<file path="src/sv/btlv_pkg.sv">
// ----------------------------------------------------------------------------
// BASIC text line validator package
// Shared types, byte codes and sizes for the line validator unit.
// ----------------------------------------------------------------------------
package btlv_pkg;

	// Byte codes that the classifier looks for.
	localparam logic [7:0] CR_BYTE    = 8'd13;
	localparam logic [7:0] SPACE_BYTE = 8'd32;
	localparam logic [7:0] ZERO_CHAR  = 8'h30;
	localparam logic [7:0] NINE_CHAR  = 8'h39;

	// Largest legal line number.
	localparam logic [19:0] NUMBER_MAX = 20'd65535;

	// Configuration register indexes.
	localparam logic CFG_MAX_LINE_LENGTH   = 1'b0;
	localparam logic CFG_MAX_PROGRAM_BYTES = 1'b1;

	// Configuration reset values.
	localparam logic [7:0]  MAX_LINE_RESET    = 8'd255;
	localparam logic [15:0] MAX_PROGRAM_RESET = 16'd32768;

	// Classified item queue between front and back.
	localparam int unsigned Q_DEPTH = 4;
	localparam int unsigned Q_PTR_W = $clog2(Q_DEPTH);
	localparam int unsigned Q_CNT_W = $clog2(Q_DEPTH + 1);

	// Result queue inside the back part.
	localparam int unsigned RES_DEPTH = 4;
	localparam int unsigned RES_PTR_W = $clog2(RES_DEPTH);
	localparam int unsigned RES_CNT_W = $clog2(RES_DEPTH + 1);

	// Phase of the line being parsed.
	typedef enum logic [1:0] {
		PH_DIGITS_EXPECTED = 2'd0,
		PH_DIGITS          = 2'd1,
		PH_SPACES          = 2'd2,
		PH_TEXT            = 2'd3
	} phase_t;

	// Kind of result item.
	typedef enum logic [1:0] {
		KIND_LINE   = 2'd0,
		KIND_ACCEPT = 2'd1,
		KIND_REJECT = 2'd2
	} kind_t;

	// One byte after classification.
	typedef struct packed {
		logic       is_cr;
		logic       is_ctrl;
		logic       is_space;
		logic       is_digit;
		logic [3:0] digit;
		logic       last;
	} class_item_t;

	// One result item.
	typedef struct packed {
		kind_t       kind;
		logic [15:0] number;
		logic        last;
	} result_t;

	// Handshake between the queue and the back part.
	typedef struct packed {
		logic        valid;
		class_item_t item;
	} q_head_t;

endpackage

</file>
<file path="src/sv/btlv_front.sv">
// ----------------------------------------------------------------------------
// BASIC text line validator front
// Accepts bytes and registers their classification for the queue.
// ----------------------------------------------------------------------------
module btlv_front (
	input  logic                   clk,
	input  logic                   arst_n,
	input  logic                   in_valid,
	output logic                   in_stall,
	input  logic [7:0]             data_byte,
	input  logic                   end_of_program,
	input  logic                   q_full,
	output logic                   q_push,
	output btlv_pkg::class_item_t  q_item
);

	logic                  valid_s1;
	btlv_pkg::class_item_t item_s1;
	btlv_pkg::class_item_t item_c;
	logic                  accept;

	// Classify the incoming byte.
	always_comb begin
		item_c.is_cr    = (data_byte == btlv_pkg::CR_BYTE);
		item_c.is_ctrl  = (data_byte < btlv_pkg::SPACE_BYTE) &&
		                  (data_byte != btlv_pkg::CR_BYTE);
		item_c.is_space = (data_byte == btlv_pkg::SPACE_BYTE);
		item_c.is_digit = (data_byte >= btlv_pkg::ZERO_CHAR) &&
		                  (data_byte <= btlv_pkg::NINE_CHAR);
		item_c.digit    = 4'(data_byte - btlv_pkg::ZERO_CHAR);
		item_c.last     = end_of_program;
	end

	// The stage holds while the queue is full.
	assign in_stall = valid_s1 && q_full;
	assign accept   = in_valid && !in_stall;
	assign q_push   = valid_s1 && !q_full;
	assign q_item   = item_s1;

	// Stage valid.
	always_ff @(posedge clk or negedge arst_n) begin
		if (!arst_n) begin
			valid_s1 <= 1'b0;
		end else if (accept) begin
			valid_s1 <= 1'b1;
		end else if (q_push) begin
			valid_s1 <= 1'b0;
		end
	end

	// Stage payload.
	always_ff @(posedge clk) begin
		if (accept) begin
			item_s1 <= item_c;
		end
	end

endmodule

</file>
<file path="src/sv/btlv_queue.sv">
// ----------------------------------------------------------------------------
// BASIC text line validator queue
// Short queue of classified items between the front and back parts.
// ----------------------------------------------------------------------------
module btlv_queue (
	input  logic                  clk,
	input  logic                  arst_n,
	input  logic                  push,
	input  btlv_pkg::class_item_t push_item,
	output logic                  full,
	input  logic                  pop,
	output btlv_pkg::q_head_t     head
);

	btlv_pkg::class_item_t              mem_q [btlv_pkg::Q_DEPTH];
	logic [btlv_pkg::Q_PTR_W-1:0]       wr_ptr_q;
	logic [btlv_pkg::Q_PTR_W-1:0]       rd_ptr_q;
	logic [btlv_pkg::Q_CNT_W-1:0]       count_q;
	logic                               do_push;
	logic                               do_pop;

	assign full       = (count_q == btlv_pkg::Q_CNT_W'(btlv_pkg::Q_DEPTH));
	assign head.valid = (count_q != '0);
	assign head.item  = mem_q[rd_ptr_q];
	assign do_push    = push && !full;
	assign do_pop     = pop && head.valid;

	// Pointers and fill count.
	always_ff @(posedge clk or negedge arst_n) begin
		if (!arst_n) begin
			wr_ptr_q <= '0;
			rd_ptr_q <= '0;
			count_q  <= '0;
		end else begin
			if (do_push) begin
				wr_ptr_q <= wr_ptr_q + 1'b1;
			end
			if (do_pop) begin
				rd_ptr_q <= rd_ptr_q + 1'b1;
			end
			if (do_push && !do_pop) begin
				count_q <= count_q + 1'b1;
			end else if (do_pop && !do_push) begin
				count_q <= count_q - 1'b1;
			end
		end
	end

	// Storage.
	always_ff @(posedge clk) begin
		if (do_push) begin
			mem_q[wr_ptr_q] <= push_item;
		end
	end

endmodule

</file>
<file path="src/sv/btlv_back.sv">
// ----------------------------------------------------------------------------
// BASIC text line validator back
// Applies classified bytes to the line parser and queues the results.
// ----------------------------------------------------------------------------
module btlv_back (
	input  logic              clk,
	input  logic              arst_n,
	input  logic              cfg_we,
	input  logic              cfg_index,
	input  logic [15:0]       cfg_data,
	input  btlv_pkg::q_head_t head,
	output logic              pop,
	output logic              out_valid,
	input  logic              out_stall,
	output logic [1:0]        kind,
	output logic [15:0]       line_number,
	output logic              verdict_last
);

	// Configuration.
	logic [7:0]  max_line_q;
	logic [15:0] max_prog_q;

	// Parser state.
	logic [7:0]       line_offset_q;
	logic [15:0]      byte_count_q;
	btlv_pkg::phase_t phase_q;
	logic [15:0]      acc_q;
	logic [15:0]      prev_q;
	logic             rejected_q;

	// Next state and results.
	logic [7:0]        line_offset_d;
	logic [15:0]       byte_count_d;
	btlv_pkg::phase_t  phase_d;
	logic [15:0]       acc_d;
	logic [15:0]       prev_d;
	logic              rejected_d;
	btlv_pkg::result_t res_a;
	btlv_pkg::result_t res_b;
	logic [1:0]        n_res;

	// Result queue.
	btlv_pkg::result_t              res_mem_q [btlv_pkg::RES_DEPTH];
	logic [btlv_pkg::RES_PTR_W-1:0] res_wr_q;
	logic [btlv_pkg::RES_PTR_W-1:0] res_rd_q;
	logic [btlv_pkg::RES_CNT_W-1:0] res_cnt_q;
	logic [btlv_pkg::RES_CNT_W-1:0] res_free;
	logic                           out_pop;
	logic [btlv_pkg::RES_PTR_W-1:0] res_wr_b;
	btlv_pkg::result_t              res_head;

	// Configuration registers.
	always_ff @(posedge clk or negedge arst_n) begin
		if (!arst_n) begin
			max_line_q <= btlv_pkg::MAX_LINE_RESET;
			max_prog_q <= btlv_pkg::MAX_PROGRAM_RESET;
		end else if (cfg_we) begin
			case (cfg_index)
				btlv_pkg::CFG_MAX_LINE_LENGTH:   max_line_q <= cfg_data[7:0];
				btlv_pkg::CFG_MAX_PROGRAM_BYTES: max_prog_q <= cfg_data;
				default: ;
			endcase
		end
	end

	// Output side of the result queue.
	assign res_head     = res_mem_q[res_rd_q];
	assign out_valid    = (res_cnt_q != '0);
	assign kind         = res_head.kind;
	assign line_number  = res_head.number;
	assign verdict_last = res_head.last;
	assign out_pop      = out_valid && !out_stall;

	// An item is taken only when both of its possible results fit.
	assign res_free = btlv_pkg::RES_CNT_W'(btlv_pkg::RES_DEPTH) - res_cnt_q +
	                  btlv_pkg::RES_CNT_W'(out_pop);
	assign pop      = head.valid && (res_free >= btlv_pkg::RES_CNT_W'(2));

	// Parser update for the item at the queue head.
	always_comb begin
		logic        rej;
		logic [19:0] v;
		rej           = rejected_q;
		line_offset_d = line_offset_q;
		byte_count_d  = byte_count_q;
		phase_d       = phase_q;
		acc_d         = acc_q;
		prev_d        = prev_q;
		res_a         = '{kind: btlv_pkg::KIND_LINE, number: '0, last: 1'b0};
		res_b         = '{kind: btlv_pkg::KIND_LINE, number: '0, last: 1'b0};
		n_res         = 2'd0;
		v             = ({4'd0, acc_q} << 3) + ({4'd0, acc_q} << 1) +
		                {16'd0, head.item.digit};

		// Program length limit.
		if (!rej) begin
			if (byte_count_q >= max_prog_q) begin
				rej = 1'b1;
			end else begin
				byte_count_d = byte_count_q + 16'd1;
			end
		end

		// Line parsing.
		if (!rej) begin
			if (head.item.is_cr) begin
				if (phase_q != btlv_pkg::PH_TEXT || acc_q == '0 || acc_q <= prev_q) begin
					rej = 1'b1;
				end else begin
					prev_d        = acc_q;
					res_a         = '{kind: btlv_pkg::KIND_LINE, number: acc_q, last: 1'b0};
					n_res         = 2'd1;
					line_offset_d = '0;
					phase_d       = btlv_pkg::PH_DIGITS_EXPECTED;
					acc_d         = '0;
				end
			end else if (head.item.is_ctrl || line_offset_q >= max_line_q) begin
				rej = 1'b1;
			end else begin
				line_offset_d = line_offset_q + 8'd1;
				case (phase_q)
					btlv_pkg::PH_DIGITS_EXPECTED, btlv_pkg::PH_DIGITS: begin
						if (head.item.is_digit) begin
							if (v > btlv_pkg::NUMBER_MAX) begin
								rej = 1'b1;
							end else begin
								acc_d   = v[15:0];
								phase_d = btlv_pkg::PH_DIGITS;
							end
						end else if (phase_q == btlv_pkg::PH_DIGITS_EXPECTED) begin
							rej = 1'b1;
						end else if (head.item.is_space) begin
							phase_d = btlv_pkg::PH_SPACES;
						end else begin
							phase_d = btlv_pkg::PH_TEXT;
						end
					end
					btlv_pkg::PH_SPACES: begin
						if (!head.item.is_space) begin
							phase_d = btlv_pkg::PH_TEXT;
						end
					end
					default: ;
				endcase
			end
		end

		// Final byte gives the verdict and clears the program state.
		if (head.item.last) begin
			if (!rej && !head.item.is_cr) begin
				rej = 1'b1;
			end
			if (n_res == 2'd1) begin
				res_b = '{kind: rej ? btlv_pkg::KIND_REJECT : btlv_pkg::KIND_ACCEPT,
				          number: '0, last: 1'b1};
				n_res = 2'd2;
			end else begin
				res_a = '{kind: rej ? btlv_pkg::KIND_REJECT : btlv_pkg::KIND_ACCEPT,
				          number: '0, last: 1'b1};
				n_res = 2'd1;
			end
			rej           = 1'b0;
			line_offset_d = '0;
			byte_count_d  = '0;
			phase_d       = btlv_pkg::PH_DIGITS_EXPECTED;
			acc_d         = '0;
			prev_d        = '0;
		end
		rejected_d = rej;
	end

	// Parser state registers.
	always_ff @(posedge clk or negedge arst_n) begin
		if (!arst_n) begin
			line_offset_q <= '0;
			byte_count_q  <= '0;
			phase_q       <= btlv_pkg::PH_DIGITS_EXPECTED;
			acc_q         <= '0;
			prev_q        <= '0;
			rejected_q    <= 1'b0;
		end else if (pop) begin
			line_offset_q <= line_offset_d;
			byte_count_q  <= byte_count_d;
			phase_q       <= phase_d;
			acc_q         <= acc_d;
			prev_q        <= prev_d;
			rejected_q    <= rejected_d;
		end
	end

	// Result queue pointers and count.
	assign res_wr_b = res_wr_q + 1'b1;

	always_ff @(posedge clk or negedge arst_n) begin
		if (!arst_n) begin
			res_wr_q  <= '0;
			res_rd_q  <= '0;
			res_cnt_q <= '0;
		end else begin
			if (pop) begin
				res_wr_q <= res_wr_q + btlv_pkg::RES_PTR_W'(n_res);
			end
			if (out_pop) begin
				res_rd_q <= res_rd_q + 1'b1;
			end
			res_cnt_q <= res_cnt_q + btlv_pkg::RES_CNT_W'(pop ? n_res : 2'd0) -
			             btlv_pkg::RES_CNT_W'(out_pop);
		end
	end

	// Result queue storage.
	always_ff @(posedge clk) begin
		if (pop && n_res != 2'd0) begin
			res_mem_q[res_wr_q] <= res_a;
		end
		if (pop && n_res == 2'd2) begin
			res_mem_q[res_wr_b] <= res_b;
		end
	end

`ifndef SYNTHESIS
	// The result queue never overfills.
	a_res_bound: assert property (@(posedge clk) disable iff (!arst_n)
		res_cnt_q <= btlv_pkg::RES_CNT_W'(btlv_pkg::RES_DEPTH))
		else $error("result queue overflow");

	// A line number result carries a nonzero number and is never the verdict.
	a_line_item: assert property (@(posedge clk) disable iff (!arst_n)
		(out_valid && res_head.kind == btlv_pkg::KIND_LINE) |->
		(!res_head.last && res_head.number != '0))
		else $error("bad line number result");

	// A final byte clears the program state.
	a_clear: assert property (@(posedge clk) disable iff (!arst_n)
		(pop && head.item.last) |=>
		(byte_count_q == '0 && !rejected_q && prev_q == '0))
		else $error("program state not cleared after verdict");

	// Rejection sticks until the final byte.
	a_reject_sticks: assert property (@(posedge clk) disable iff (!arst_n)
		(rejected_q && !(pop && head.item.last)) |=> rejected_q)
		else $error("rejection lost before verdict");
`endif

endmodule

</file>
<file path="src/sv/basic_text_line_validator_unit.sv">
// ----------------------------------------------------------------------------
// BASIC text line validator unit
// Checks a BASIC program in text form byte by byte and reports line numbers
// and a final accept or reject verdict.
//
//   Channel  Direction  Handshake            Payload
//   in       input      in_valid/in_stall    data_byte, end_of_program
//   out      output     out_valid/out_stall  kind, line_number, verdict_last
//   cfg      input      cfg_we               cfg_index, cfg_data
//
// One byte per cycle is sustained while in_stall stays low; a byte reaches
// the output through the front register, the queue and the result queue.
// The final byte of a program that ends a valid line gives two results, which
// leave the output one per cycle while out_stall is low.
// Reset clears the parser, both queues and loads the limit registers with
// 255 and 32768.
// The front stalls only while the item queue is full; the back stops taking
// items while its result queue has fewer than two free entries.
// ----------------------------------------------------------------------------
module basic_text_line_validator_unit (
	input  logic        clk,
	input  logic        arst_n,
	input  logic        in_valid,
	output logic        in_stall,
	input  logic [7:0]  data_byte,
	input  logic        end_of_program,
	output logic        out_valid,
	input  logic        out_stall,
	output logic [1:0]  kind,
	output logic [15:0] line_number,
	output logic        verdict_last,
	input  logic        cfg_we,
	input  logic        cfg_index,
	input  logic [15:0] cfg_data
);

	logic                  q_full;
	logic                  q_push;
	btlv_pkg::class_item_t q_item;
	logic                  q_pop;
	btlv_pkg::q_head_t     q_head;

	// Byte intake and classification.
	btlv_front u_front (
		.clk            (clk),
		.arst_n         (arst_n),
		.in_valid       (in_valid),
		.in_stall       (in_stall),
		.data_byte      (data_byte),
		.end_of_program (end_of_program),
		.q_full         (q_full),
		.q_push         (q_push),
		.q_item         (q_item)
	);

	// Decoupling queue.
	btlv_queue u_queue (
		.clk       (clk),
		.arst_n    (arst_n),
		.push      (q_push),
		.push_item (q_item),
		.full      (q_full),
		.pop       (q_pop),
		.head      (q_head)
	);

	// Line parser and result queue.
	btlv_back u_back (
		.clk          (clk),
		.arst_n       (arst_n),
		.cfg_we       (cfg_we),
		.cfg_index    (cfg_index),
		.cfg_data     (cfg_data),
		.head         (q_head),
		.pop          (q_pop),
		.out_valid    (out_valid),
		.out_stall    (out_stall),
		.kind         (kind),
		.line_number  (line_number),
		.verdict_last (verdict_last)
	);

endmodule

</file>
<file path="config.mk">
export PLATFORM = sky130hd
export DESIGN_NAME = basic_text_line_validator_unit
export DESIGN_NICKNAME = d
export VERILOG_FILES = /design/src/sv/btlv_pkg.sv /design/src/sv/btlv_front.sv /design/src/sv/btlv_queue.sv /design/src/sv/btlv_back.sv /design/src/sv/basic_text_line_validator_unit.sv
export SDC_FILE = /design/constraint.sdc
export NUM_CORES = 1
export LEC_CHECK = 0
export BUFFER_PORTS_ARGS = -buffer_cell sky130_fd_sc_hd__buf_2
export CAP_MARGIN = 20
export CORE_ASPECT_RATIO = 2
export CORE_MARGIN = 10
export CORE_UTILIZATION = 60
export DETAILED_ROUTE_END_ITERATION = 16
export PLACE_DENSITY = 0.78
export SYNTH_ARGS = -nofsm -noshare
export SYNTH_HDL_FRONTEND = slang
export SYNTH_SLANG_ARGS = --single-unit
</file>
<file path="constraint.sdc">
create_clock -name clk -period 5.2 [get_ports clk]
set_input_delay 0.26 -clock clk [delete_from_list [all_inputs] [get_ports clk]]
set_output_delay 0.26 -clock clk [all_outputs]
set_load 0.02 [all_outputs]
</file>
==> results of run 1 <==
[through the flow]
stage / utilization [%] / cell area (sq um) / hold slack [ps] / std cells
6_report: 68.4 / 12500 / 20.8 / 1256
5_1_grt: 68.4 / 12500 / 17.4 / 1256
4_1_cts: 68.4 / 12500 / 7.77 / 1256
3_5_place_dp: 63.5 / 11600 / 254 / 1198
3_3_place_gp: 63.5 / 11600 / 253 / 1198
2_1_floorplan: - / 11100 / -35.6 / 954
[cells by family (layout without fill, tap and decap cells)]
kind of cell	after synthesis	in the layout	share of synthesized area (%)
AO/OA/AOI/OAI	216	216	14.4
adder cells (fa/ha/maj)	92	92	10.6
multiplexers	62	62	9.12
AND/OR/NAND/NOR	221	221	9.92
buffers and inverters	108	194	3.89
XOR/XNOR	36	36	2.84
flip-flops	219	219	49.2
[layout make-up]
| cell class | instances | share of cell area, % |
|---|---|---|
| flip-flops and latches | 219 | 43.8 |
| multi-input cells | 627 | 41.8 |
| clock buffers | 27 | 4.90 |
| repair buffers | 88 | 4.74 |
| well taps | 216 | 2.17 |
| inverters | 70 | 2.11 |
| clock inverters | 9 | 0.472 |
[flip-flops by register name, summed over array words and instances (netlist names), 8 cells and up]
name,flops
u_back.acc_q,16
u_back.byte_count_q,16
u_back.max_prog_q,16
u_back.res_mem_q,76
u_back.prev_q,16
u_back.line_offset_q,8
u_front.q_item,9
u_back.max_line_q,8
u_queue.mem_q,36
[layer usage]
layer | vias to the layer above | routed length (um)
met2 | 163 | 14100
met1 | 3883 | 8790
met5 | - | 0
met3 | 74 | 819
met4 | 0 | 1090
li1 | 3671 | -
[cells in the mapped netlist (3+ instances only)]
library cell and count:
mux2_2 18, ha_1 88, or3_1 7, mux2i_1 16, nor3_1 9, a21o_1 10
buf_2 6, nor2_1 48, clkbuf_1 26, a22o_1 80, nand2b_1 14, and3_1 13
buf_1 3, dfxtp_1 64, nand4_1 14, dfrtp_1 89, a31oi_1 9, o41ai_1 4
nor2b_1 7, nand3_1 17, mux4_1 5, nand2_1 67, o21ai_0 40, xnor2_1 16
or2_2 3, and2_1 8, nor4_1 5, xor2_1 20, fa_1 4, a32o_1 3
o211ai_1 5, and4_1 3, dfstp_2 9, mux4_2 23, a21oi_1 30, edfxtp_1 57
o21a_1 8, inv_1 69, a211oi_1 5
[worst max-delay path: cells and delay by family, from the launching register on]
kind,cells,cell delay [ps]
compound gates,4,1000
simple gates,3,940
fa+ha+maj,2,900
mux,2,800
flops,1,570
buf+inv,1,80
[power by group]
part,leakage [nW],switching (mW),internal [mW]
Clock,0.331,0.644,0.834
Combinational,2.91,1.43,0.911
Sequential,2.31,0.262,2.04
Total,5.56,2.34,3.79
[worst paths after layout]
kind                                               end  slack, ps  depth (start not counted)
worst max-delay path                   u_back.acc_q[4]        850                         12
worst min-delay path              u_back.max_line_q[0]         20                          2
worst max register to register         u_back.acc_q[4]        850                         12
worst min register to register  u_back.res_mem_q[2][1]        480                          1
max in group asynchronous            u_back.prev_q[10]       3730                          3
min in group asynchronous             u_front.valid_s1        260                          2
==> impl_metrics.toml, run 1 <==
[floorplan]
core_sq_um = 18200
die_width_um = 116
fp.dieH_um = 212
io_pins = 52
design.die.area_sq_um = 24700
start_util_pct = 60.9
row_count = 70

[sta]
max_freq_mhz = 230
drv_slew = 0
post-route-min-period_ps = 4350
finalClockSkew_ps = 8.72
setup-tns-final_ps = 0
fin_crit_sh_pct = 83.7
worstMarginPinSlew_ps = 970
slew_headroom_pct = 35.3
rsz0062_at_grt = "no"
fin_ws_ps = 848
final_hold_viol_count = 0
setup_viol = 0

[final_layout]
nNetsFinal = 1149
mostFrequentLayoutCells = "89 x dfrtp_1, 88 x ha_1, 80 x a22o_1"
drive_above_1_share_pct = 15.3
seq_area_sq_um = 5460
antennaDiodeCount = 0
syn2layout_area_growth_pct = 12.3
multiInputGateArea_sq_um = 5210
fillers = 1314
layout_commonest_cell = "dfrtp_1"

[place]
dp_hpwl_um = 18000
gp_congestion = 0.904
pre_cts_ws_ps = 857
io_buffers = 51

[clock_tree]
cts_made_buffers = 20
cts_resized = 0
clkTransAtPathRegs_ps = 70
ctsHtreeMaxLevel = 1
clockBufferDepth = 3
clk_latency_ps = 500
cts_tree = "done"
post_cts_buffers = 0
cts.sinks = 219
cts_hold_buf = 22
cts_root_buffer = "clkbuf_16"

[global_routing]
use_met3_pct = 2.54
antenna_found_initial = 0
grtUsageMet1_pct = 20.5
grt_pass1_wl_um = 41500
top_usage_layer = "met2"
grt_usage_pct = 21.0
grt_max_degree = 65
grt.met2_usage_pct = 41.2
overflow = 0
grt_pass1_vias = 8417

[hold_path]
min_from = "cfg_data[0]"
hp-class = "in -> reg"

[power_and_ir_drop]
power_leakage_nw = 5.56
ir_worst_vdd_mv = 0.344
p_total_mw = 6.13
power_density_nw_per_um2 = 492

[worst_setup_path]
crit_path_top_delay_cell = "nor3_4"
crit_chain = "mux4_2 > inv_1 > fa_1 > fa_1 > nand2b_1 > a21oi_1 > o21ai_0 > o21ai_0 > mux2i_1 > nand3_1 > nor3_4 > a32o_1"
cp-start-kind = "register"
worst_setup_path_end_kind = "register"
critPathMaxStageDelay_ps = 580
worstReg2RegStart = "u_queue.rd_ptr_q[0]"
worstPathMaxFanout = 16
startpoint = "u_queue.rd_ptr_q[0]"
critPathRequiredTime_ps = 5630
criticalPathCategory = "reg -> reg"
worst_ep_arrival_time_ps = 4790

[logic_synthesis]
synth.area.top_cells = "dfrtp_1 20%, edfxtp_1 15%, dfxtp_1 12%, ha_1 9.9%, a22o_1 6.3%"
yosys_most_used_dff = "dfrtp_1"
syn_area_sq_um = 11100
synth_nets = 1077
avgSynthCellArea_sq_um = 11.6
ys_ff_latch = 219
synth.largest_area_cell = "dfrtp_1"
ys_async_sr_fraction_pct = 44.7
seq_area_frac_synth_pct = 49.2
syn_inst = 954
ys.warnings.count = 0
synth_edf_count = 57
yosysUniqueCellTypes = 64
yosysTopAreaCellShare_pct = 20.1

[detailed_routing]
first_pass_iters = 5
ant_nets = 0
wl_per_cell_um = 19.8
vias = 7791
first_iter_violations = 395
wirelength_um = 24800
drc_errors = 0
routed_via_density = 6.20

[run_status]
status = "completed"

[job]
maxCapViolCount = 0
Power figures use the tool's default switching activity.
==> inputs of run 2 (changes only) <==
==> constraint.sdc (replaced) <==
create_clock -name clk -period 4.5 [get_ports clk]
set_input_delay 0.225 -clock clk [delete_from_list [all_inputs] [get_ports clk]]
set_output_delay 0.225 -clock clk [all_outputs]
set_load 0.02 [all_outputs]
==> impl_metrics.toml, run 2 (synthesized netlist as in run 1, its figures left out) <==
[place]
io_buffers = 51
gp_congestion = 0.907
dp_hpwl_um = 18600
placedInstanceArea_sq_um = 11700
pre_cts_ws_ps = 265

[clock_tree]
ctsHtreeMaxLevel = 1
cts_tree = "done"
cts.sinks = 219
clkTransAtPathRegs_ps = 60
cts_made_buffers = 21
clk_latency_ps = 510
cts_root_buffer = "clkbuf_16"
clockBufferDepth = 3

[floorplan]
start_util_pct = 60.9
fp.dieH_um = 212
io_pins = 52
design.die.area_sq_um = 24700
die_width_um = 116
row_count = 70
core_sq_um = 18200

[final_layout]
largest_register_ffs = 76
drive_above_1_share_pct = 16.5
fillers = 1354
reg_top3 = "u_back.res_mem_q x76, u_queue.mem_q x36"
syn2layout_area_growth_pct = 13.1
layout_commonest_cell = "dfrtp_1"
antennaDiodeCount = 0
stdcell_area_sq_um = 12500
mostFrequentLayoutCells = "89 x dfrtp_1, 88 x ha_1, 80 x a22o_1"
largest_register = "u_back.res_mem_q"
final_core_util_pct = 68.9
nNetsFinal = 1166

[sta]
final_hold_viol_count = 0
rsz0062_at_grt = "no"
fin_ws_ps = 333
finalHoldWorstSlack_ps = 68.7
fin_crit_sh_pct = 92.6
finalClockSkew_ps = 17.9
post-route-min-period_ps = 4170
setup-tns-final_ps = 0
drv_slew = 0
slew_headroom_pct = 35.6
max_freq_mhz = 240
setup_viol = 0
worstMarginPinSlew_ps = 967

[power_and_ir_drop]
p_int_mw = 4.35
seqPwrFrac_pct = 36.9
p_switching_mw = 2.76
power.switching_fraction_pct = 38.8
p_comb_share_pct = 39.6
power_leakage_nw = 5.62
ir_worst_vdd_mv = 0.404
p_clk_share_pct = 23.5
power_density_nw_per_um2 = 567

[global_routing]
grt_max_degree = 66
grt_pass1_wl_um = 41900
overflow = 0
grt_usage_pct = 21.3
antenna_found_initial = 0
grt_pass1_vias = 8387

[run_status]
status = "completed"

[detailed_routing]
routed_via_density = 6.23
ant_nets = 0
vias = 7943
wirelength_um = 25600
first_iter_violations = 458
drc_errors = 0
first_pass_iters = 6
wl_per_cell_um = 20.1

[job]
maxCapViolCount = 0

[worst_setup_path]
worst_ep_arrival_time_ps = 4560
criticalPathCategory = "reg -> reg"
critPathRequiredTime_ps = 4890
worstPathMaxFanout = 16
cp-start-kind = "register"
worst_setup_path_end_kind = "register"

[hold_path]
hp-class = "in -> reg"
run 2: final timing paths:
| check | startpoint | end | slack, ps | depth (start not counted) |
|---|---|---|---|---|
| setup / recovery | u_queue.rd_ptr_q[0] | u_back.acc_q[2] | 330 | 13 |
| hold / removal | data_byte[5] | u_front.q_item[5] | 70 | 2 |
| setup reg to reg | u_queue.rd_ptr_q[0] | u_back.acc_q[2] | 330 | 13 |
| hold reg to reg | u_back.res_mem_q[2][8] | u_back.res_mem_q[2][8] | 480 | 1 |
| max in group asynchronous | arst_n | u_back.max_line_q[5] | 3080 | 3 |
| min in group asynchronous | arst_n | u_queue.count_q[2] | 360 | 2 |
run 2: worst max-delay path, cell delays in order, from the launching register on:
cell	delay, ps
dfrtp_1	520
mux4_2	540
inv_1	90
fa_1	460
inv_1	100
ha_1	240
a211oi_1	390
o21ai_0	250
a31oi_1	330
o31ai_1	130
mux2i_1	200
nand3_1	160
a21o_2	360
a22o_1	270
run 2: power by group through the flow:
stage | clock network, mW | registers [mW] | logic (mW)
after floorplan | 0 | 2.53 | 2.11
after global placement | 0 | 2.64 | 2.73
after detailed placement | 0 | 2.66 | 2.80
after CTS | 1.70 | 2.62 | 2.85
after global routing | 1.77 | 2.66 | 3.10
final | 1.67 | 2.63 | 2.81
run 2: through the flow:
step,std cells,power (mW)
final,1274,7.11
after global routing,1274,7.53
after CTS,1274,7.16
after detailed placement,1213,5.46
after global placement,1213,5.38
after floorplan,954,4.65
run 2: area by class of cell:
type	instances	area, sq um	share of cell area (%)
sequential	219	5460	43.5
clock inverter	11	66.3	0.529
clock buffer	27	568	4.53
inverter	70	263	2.09
timing repair buffer	104	713	5.68
tap	216	270	2.15
multi-input combinational	627	5210	41.5
run 2: what timing repair did:
action | in CTS | in global routing
endpoints found under the hold margin | 92 | 0
gates resized for setup | 0 | 1
hold buffers | 23 | 0
setup endpoints to repair | 0 | 16
buffers inserted | 0 | 0
run 2: per-layer routing:
metal	track usage, %	share of wire [%]
met5	0	0
met4	12.4	5.7
met3	2.43	3.8
met2	40.7	56
met1	21.0	35
